===== config.mk =====
export PLATFORM = sky130hd
export DESIGN_NAME = gillespie_four_state_switch_step_top
export DESIGN_NICKNAME = d
export VERILOG_FILES = /design/src/rtl/core/gfss_pkg.sv /design/src/rtl/core/gfss_div.sv /design/src/rtl/core/gillespie_four_state_switch_step_top.sv
export SDC_FILE = /design/constraint.sdc
export NUM_CORES = 2
export LEC_CHECK = 0
export BUFFER_PORTS_ARGS = -buffer_cell sky130_fd_sc_hd__clkbuf_2
export CAP_MARGIN = 5
export CORE_MARGIN = 2
export CORE_UTILIZATION = 35
export CTS_BUF_LIST = sky130_fd_sc_hd__clkbuf_8
export CTS_CLUSTER_DIAMETER = 150
export DETAILED_ROUTE_END_ITERATION = 12
export PLACE_DENSITY = 0.61
export SLEW_MARGIN = 25
export SYNTH_ARGS = -nofsm -noshare
export SYNTH_HDL_FRONTEND = slang
export SYNTH_SLANG_ARGS = --single-unit

===== constraint.sdc =====
create_clock -name clk -period 22.2 [get_ports clk]
set_input_delay 2.22 -clock clk [delete_from_list [all_inputs] [get_ports clk]]
set_output_delay 2.22 -clock clk [all_outputs]
set_load 0.05 [all_outputs]

===== src/rtl/core/gfss_pkg.sv =====
`default_nettype none
package gfss_pkg;
	localparam int RateW = 32;
	localparam int TimeW = 48;
	localparam int CfgIdxW = 3;
	localparam logic [31:0] Ln2Q32 = 32'd2977044472;

	typedef enum logic [CfgIdxW-1:0] {
		REG_R12 = 3'd0,
		REG_R23 = 3'd1,
		REG_R34 = 3'd2,
		REG_R41 = 3'd3,
		REG_R31 = 3'd4,
		REG_R21 = 3'd5,
		REG_END = 3'd6
	} reg_idx_t;

	typedef enum logic [3:0] {
		ST_IDLE, ST_NORM, ST_SQ, ST_LN_HI, ST_LN_LO, ST_LN_SUM, ST_DIV, ST_PICK_LO,
		ST_PICK_HI, ST_COMMIT, ST_OUT
	} state_t;

	typedef struct packed {
		logic        start;
		logic [63:0] dividend;
		logic [32:0] divisor;
	} div_req_t;

	typedef struct packed {
		logic        busy;
		logic        done;
		logic [63:0] quotient;
	} div_rsp_t;
endpackage
`default_nettype wire


===== src/rtl/core/gfss_div.sv =====
`default_nettype none
module gfss_div
	import gfss_pkg::*;
(
	input  wire logic     clk,
	input  wire logic     arst_n,
	input  div_req_t      req,
	output div_rsp_t      rsp
);
	logic [63:0] quo_q;
	logic [32:0] rem_q;
	logic [32:0] dvs_q;
	logic [6:0]  cnt_q;
	logic        busy_q, done_q;
	logic [33:0] trial;

	assign trial = {rem_q, quo_q[63]} - {1'b0, dvs_q};

	always_ff @(posedge clk or negedge arst_n) begin
		if (!arst_n) begin
			busy_q <= 1'b0;
			done_q <= 1'b0;
			cnt_q  <= '0;
		end else begin
			done_q <= 1'b0;
			if (req.start) begin
				busy_q <= 1'b1;
				cnt_q  <= 7'd64;
			end else if (busy_q) begin
				cnt_q <= cnt_q - 7'd1;
				if (cnt_q == 7'd1) begin
					busy_q <= 1'b0;
					done_q <= 1'b1;
				end
			end
		end
	end

	always_ff @(posedge clk) begin
		if (req.start) begin
			quo_q <= req.dividend;
			rem_q <= '0;
			dvs_q <= req.divisor;
		end else if (busy_q) begin
			if (!trial[33]) begin
				rem_q <= trial[32:0];
				quo_q <= {quo_q[62:0], 1'b1};
			end else begin
				rem_q <= {rem_q[31:0], quo_q[63]};
				quo_q <= {quo_q[62:0], 1'b0};
			end
		end
	end

	assign rsp.busy     = busy_q;
	assign rsp.done     = done_q;
	assign rsp.quotient = quo_q;
endmodule
`default_nettype wire


===== src/rtl/core/gillespie_four_state_switch_step_top.sv =====
`default_nettype none
// channel   dir  fields
// s_axis    in   tdata: uniform_time[31:0] uniform_pick[63:32]; tuser: op
// m_axis    out  tdata: species_state[1:0] event_time[49:2]; tuser: step_taken[0] finished[1]
// cfg       in   cfg_index, cfg_data (rate regs 0..5, horizon 6)
// A step goes from one input transfer through normalisation, squaring rounds on the
// shared 33x33 multiplier, the ln 2 scaling, the 64-step restoring divider, pick and
// commit to presenting the result, then back to idle. A restart goes straight to the
// result; an early stop passes only through normalisation before the result.
// Reset: state 1, time 0, not finished, rate and horizon registers zero.
// Input is not ready while an item is in work or its result waits.
module gillespie_four_state_switch_step_top
	import gfss_pkg::*;
(
	input  wire logic              clk,
	input  wire logic              arst_n,
	input  wire logic              s_axis_tvalid,
	output logic                   s_axis_tready,
	input  wire logic [63:0]       s_axis_tdata, // uniform_time, uniform_pick
	input  wire logic              s_axis_tuser, // op
	output logic                   m_axis_tvalid,
	input  wire logic              m_axis_tready,
	output logic [55:0]            m_axis_tdata, // species_state, event_time, pad
	output logic [1:0]             m_axis_tuser, // step_taken, finished
	input  wire logic              cfg_valid,
	output logic                   cfg_ready,
	input  wire logic [CfgIdxW-1:0] cfg_index,
	input  wire logic [TimeW-1:0]  cfg_data
);
	logic [RateW-1:0] rate_q [6];
	logic [TimeW-1:0] end_q;
	logic [1:0]       spc_q;
	logic [TimeW-1:0] time_q;
	logic             done_q, taken_q;
	state_t           st_q, st_d;
	logic [31:0]      u_q, pick_q;
	logic [32:0]      m_q;
	logic [31:0]      frac_q;
	logic [4:0]       e_q;
	logic [5:0]       cnt_q;
	logic [63:0]      nl2_q, acc_q, tau_q;
	logic [32:0]      tot_q;
	logic [31:0]      first_q;
	logic [1:0]       to1_q, to2_q;
	logic [32:0]      mul_a, mul_b;
	logic [65:0]      prod;
	logic [65:0]      prod_s1;
	div_req_t         dreq;
	div_rsp_t         drsp;
	logic             in_fire;
	logic [31:0]      r_first, r_second;
	logic [1:0]       t_first, t_second;
	logic [4:0]       msb;
	logic [48:0]      nxt;
	logic [63:0]      ln_sum;

	assign prod = mul_a * mul_b;
	assign in_fire = s_axis_tvalid && s_axis_tready;
	assign s_axis_tready = (st_q == ST_IDLE);
	assign cfg_ready = (st_q == ST_IDLE);
	assign nxt = {1'b0, time_q} + {1'b0, tau_q[47:0]};
	assign ln_sum = acc_q + {32'd0, prod_s1[63:32]};

	gfss_div u_div (.clk(clk), .arst_n(arst_n), .req(dreq), .rsp(drsp));

	always_comb begin
		msb = 5'd0;
		for (int i = 0; i < 32; i++)
			if (u_q[i]) msb = 5'(i);
	end

	always_comb begin
		r_second = '0;
		t_second = 2'd0;
		unique case (spc_q)
			2'd0: begin r_first = rate_q[REG_R12]; t_first = 2'd1; end
			2'd1: begin r_first = rate_q[REG_R23]; t_first = 2'd2;
				r_second = rate_q[REG_R21]; end
			2'd2: begin r_first = rate_q[REG_R34]; t_first = 2'd3;
				r_second = rate_q[REG_R31]; end
			default: begin r_first = rate_q[REG_R41]; t_first = 2'd0; end
		endcase
	end

	always_comb begin
		mul_a = m_q;
		mul_b = m_q;
		unique case (st_q)
			ST_LN_HI: begin mul_a = {1'b0, nl2_q[63:32]}; mul_b = {1'b0, Ln2Q32}; end
			ST_LN_LO: begin mul_a = {1'b0, nl2_q[31:0]}; mul_b = {1'b0, Ln2Q32}; end
			ST_PICK_LO: begin mul_a = {1'b0, pick_q}; mul_b = {1'b0, tot_q[31:0]}; end
			default: ;
		endcase
	end

	always_comb begin
		st_d = st_q;
		unique case (st_q)
			ST_IDLE:
				if (in_fire) begin
					if (!s_axis_tuser) st_d = ST_OUT;
					else st_d = ST_NORM;
				end
			ST_NORM: begin
				if (done_q || time_q >= end_q || tot_q == '0 || u_q == '0)
					st_d = ST_OUT;
				else st_d = ST_SQ;
			end
			ST_SQ: if (cnt_q == 6'd32) st_d = ST_LN_HI;
			ST_LN_HI: st_d = ST_LN_LO;
			ST_LN_LO: st_d = ST_LN_SUM;
			ST_LN_SUM: st_d = ST_DIV;
			ST_DIV: if (drsp.done) st_d = ST_PICK_LO;
			ST_PICK_LO: st_d = ST_PICK_HI;
			ST_PICK_HI: st_d = ST_COMMIT;
			ST_COMMIT: st_d = ST_OUT;
			ST_OUT: if (m_axis_tready) st_d = ST_IDLE;
			default: st_d = ST_IDLE;
		endcase
	end

	always_comb begin
		dreq.start    = (st_q == ST_LN_SUM);
		dreq.dividend = {ln_sum[55:0], 8'd0};
		dreq.divisor  = tot_q;
	end

	always_ff @(posedge clk or negedge arst_n) begin
		if (!arst_n) begin
			st_q <= ST_IDLE;
			spc_q <= 2'd1;
			time_q <= '0;
			done_q <= 1'b0;
			taken_q <= 1'b0;
			end_q <= '0;
			for (int i = 0; i < 6; i++) rate_q[i] <= '0;
		end else begin
			st_q <= st_d;
			if (cfg_valid && cfg_ready) begin
				if (cfg_index == REG_END) end_q <= cfg_data;
				else if (cfg_index < REG_END) rate_q[cfg_index] <= cfg_data[31:0];
			end
			unique case (st_q)
				ST_IDLE: if (in_fire) begin
					taken_q <= 1'b0;
					if (!s_axis_tuser) begin
						spc_q <= 2'd1;
						time_q <= '0;
						done_q <= 1'b0;
					end
				end
				ST_NORM:
					if (done_q || time_q >= end_q || tot_q == '0 || u_q == '0)
						done_q <= 1'b1;
				ST_COMMIT: begin
					if (nxt > {1'b0, end_q}) done_q <= 1'b1;
					else begin
						time_q <= nxt[47:0];
						spc_q <= ({31'd0, acc_q[32:0]} < {32'd0, first_q}) ? to1_q : to2_q;
						taken_q <= 1'b1;
					end
				end
				default: ;
			endcase
		end
	end

	always_ff @(posedge clk) begin
		prod_s1 <= prod;
		unique case (st_q)
			ST_IDLE: if (in_fire) begin
				u_q <= s_axis_tdata[31:0];
				pick_q <= s_axis_tdata[63:32];
				first_q <= r_first;
				to1_q <= t_first;
				to2_q <= t_second;
				tot_q <= {1'b0, r_first} + {1'b0, r_second};
			end
			ST_NORM: begin
				e_q <= msb;
				m_q <= {1'b0, u_q << (5'd31 - msb)};
				frac_q <= '0;
				cnt_q <= '0;
			end
			ST_SQ: if (cnt_q != 6'd32) begin
				cnt_q <= cnt_q + 6'd1;
				frac_q <= {frac_q[30:0], prod[63]};
				m_q <= prod[63] ? {1'b0, prod[63:32]} : prod[63:31];
			end else
				nl2_q <= {26'd0, 6'd32 - {1'b0, e_q}, 32'd0} - {32'd0, frac_q};
			ST_LN_HI: ;
			ST_LN_LO: acc_q <= prod_s1[63:0];
			ST_LN_SUM: acc_q <= ln_sum;
			ST_DIV: if (drsp.done) tau_q <= drsp.quotient;
			ST_PICK_HI: acc_q <= {31'd0, prod_s1[64:32]}
				+ (tot_q[32] ? {32'd0, pick_q} : 64'd0);
			default: ;
		endcase
	end

	assign m_axis_tvalid = (st_q == ST_OUT);
	assign m_axis_tdata  = {6'd0, time_q, spc_q};
	assign m_axis_tuser  = {done_q, taken_q};

	a_rdy: assert property (@(posedge clk) disable iff (!arst_n)
		m_axis_tvalid |-> !s_axis_tready) else $error("ready while result held");
	a_tk: assert property (@(posedge clk) disable iff (!arst_n)
		m_axis_tvalid && m_axis_tuser[0] |-> !m_axis_tuser[1])
		else $error("taken and finished");
	a_dv: assert property (@(posedge clk) disable iff (!arst_n)
		drsp.done |-> st_q == ST_DIV) else $error("stray divide");
endmodule
`default_nettype wire

==> key figures <==
Outcome
  – Status: complete, no violations

CTS
  – Post-CTS Setup Bufs: 0
  – Cts hold-fix bufs: 0
  – Clock tree buffer depth: 3
  – Sink Count: 849
  – CTS Root Cell: clkbuf_8
  – Clk slew on worst S/H paths: 0.06 ns
  – CTS Buf Count: 155
  – CTS tree: done
  – Post-cts sizing count: 0
  – Clk Latency, worst-skew pair: 0.94 ns
  – H-tree level count: 4

Final layout
  – FILL cells: 22,500
  – Area delta synth->final: 9.84%
  – Final Net Count: 9,970
  – Non-filler cells, final: 11,500
  – Commonest non-fill, non-tap cell in the layout: inv_1
  – Ratio of cells with drive above 1 in the final layout: 10.6%
  – Multi-input logic area: 51,700 µm²
  – Commonest cells after routing, fill and taps aside: inv_1, fa_1, nor2_1
  – Post-layout util: 38.7%
  – Register Area: 22,900 µm²

Critical path
  – Data arrival time of the critical path: 13.47 ns
  – Critical path class: reg2reg
  – CP dominant cell by count: fa_1
  – Slowest stage delay, CP: 0.82 ns
  – Crit path max-delay cell type: o21a_1
  – Data required time of the worst path: 22.86 ns
  – Startpoint types: flop
  – R2r setup slk: 9.39 ns
  – Critical path peak fanout: 61
  – CP endpoint kind: flop

STA
  – Crit share post-route: 57.7%
  – Max-slew headroom: 19.3%
  – Fmax: 78.0 MHz
  – Hold Vio Cnt, Final: 0
  – Total Neg Setup Slack: 0 ns
  – Final setup vio count: 0
  – Max-slew violations: 0
  – RSZ-0062 raised after global routing: false
  – Tmin final: 12.81 ns
  – Clock Skew: 0.0633 ns
  – Worst-Margin Slew: 1.20 ns

Global routing
  – First-pass GRT wire length: 421,000 µm
  – Vias in the first global route: 63,400
  – Routing usage on met2: 36.6%
  – GRT overflow: 0
  – Met1 GRT Util: 32.4%
  – Antenna violations before repair: 36
  – Met3 Track Usage GR: 5.59%
  – Largest net degree at the start of global routing: 131
  – Total GRT Usage: 24.5%
  – Most Crowded Layer GR: met2

Routing
  – Drt drc: 0
  – First-pass iteration count of the detailed router: 7
  – Vias/cell: 5.44
  – Drt wl/cell: 24.7 µm
  – DRT antenna net count: 0
  – Initial drt markers: 6,173
  – Detailed Route WL: 284,000 µm
  – Via count: 62,600

Worst hold path
  – Hold Crit Class: reg2reg

Synthesis
  – Cell Area, Synth: 80,300 µm²
  – #FFs+latches synth: 849
  – Cell accounting for the most synthesized area: fa_1
  – Post-synth EDFFs: 438
  – Library cells used by synthesis: 116
  – Async SR Flop Fraction: 35.9%
  – Mapped Cells: 8,236
  – Register area share after synthesis: 28.5%
  – Synth top area share: 22.5%
  – Top cells by area, synth: fa_1, edfxtp_1, dfrtp_1
  – Leading register cell type out of synthesis: edfxtp_1
  – Avg Cell Area, Syn: 9.75 µm²
  – Synth Warn #: 0

Floorplan
  – Ports: 182
  – Row count: 175
  – Die area: 233,000 µm²
  – Core area: 228,000 µm²
  – Die W: 483 µm
  – Starting density of the core: 35.2%
  – Die Y: 483 µm

Job
  – Max Cap Viol: 0

Placement
  – GPL Wtd Cong: 1.02
  – Placed instance count: 11,200
  – I/O Buffers: 175
  – Post-DP HPWL: 222,000 µm
==> per-stage QoR <==
| step | hold slack [ns] | area, µm² | setup WS, ns |
|---|---|---|---|
| final | 0.437 | 88200 | 9.39 |
| after global routing | 0.429 | 88100 | 8.93 |
| after CTS | 0.436 | 88000 | 9.77 |
| after detailed placement | 0.434 | 84800 | 9.79 |
| after global placement | 0.438 | 84700 | 9.99 |
| after floorplan | 0.426 | 80300 | 12.84 |
==> layout make-up <==
type	count	area share, %
multi-input cells	5816	58.6
clock buffers	177	2.76
clock inverters	107	0.917
diodes	16	0.0454
flip-flops and latches	849	26.0
repair buffers	313	2.29
well taps	3009	4.27
inverters	1205	5.14
==> synth_stat cells (106+ instances only) <==
library cell,instances
inv_1,1200
fa_1,903
nor2_1,894
nand2_1,861
ha_1,606
edfxtp_1,438
a21oi_1,307
dfrtp_1,304
clkbuf_1,283
mux2_2,236
o21ai_0,197
a21o_1,172
xnor2_1,162
mux2i_1,129
dfxtp_1,106
==> sequential cells by signal, indices dropped and copies added, names as in the netlist, 7 cells and up <==
signal / cells
acc_q: 56
end_q: 48
first_q: 32
frac_q: 32
m_q: 32
nl2_q: 39
pick_q: 32
prod_s1: 65
rate_q: 192
tau_q: 48
time_q: 48
tot_q: 33
u_div.cnt_q: 7
u_div.dvs_q: 33
u_div.quo_q: 64
u_div.rem_q: 33
u_q: 32
==> logic make-up (layout without fill, tap and decap cells) <==
kind of cell | count (synthesis) | count (layout) | share of synthesized area (%)
compound gates | 1320 | 1320 | 11.2
simple gates | 2343 | 2343 | 12.8
buf+inv | 1576 | 1802 | 7.54
other cells | 1 | 22 | 0.00467
xor+xnor | 263 | 263 | 2.89
flops | 849 | 849 | 28.5
fa+ha+maj | 1509 | 1509 | 32.0
mux | 375 | 375 | 5.06
==> path summary, 6_finish.rpt <==
check,start,endpoint,depth (start not counted)
max,st_q[3],m_q[6],34
min,u_div.quo_q[32],tau_q[32],0
max reg2reg,st_q[3],m_q[6],34
min reg2reg,u_div.quo_q[32],tau_q[32],0
max in group asynchronous,arst_n,u_div.busy_q,4
min in group asynchronous,arst_n,rate_q[177],1
==> per-layer routing <==
layer  routed length (µm)  vias to the layer above
met5                  109                        -
met1               117000                    31500
met2               123000                     2827
li1                     -                    27600
met3                25700                      634
met4                18600                       10
==> critical path: cells and delay by family (launching register included) <==
kind	cells	cell delay (ns)
buffers and inverters	8	1.13
adder cells (fa/ha/maj)	9	4.54
AO/OA/AOI/OAI	6	2.47
flip-flops	1	0.63
AND/OR/NAND/NOR	11	3.70
Power is not shown: default switching activity piles up to over one toggle a cycle in this logic, so the estimate is an artifact.
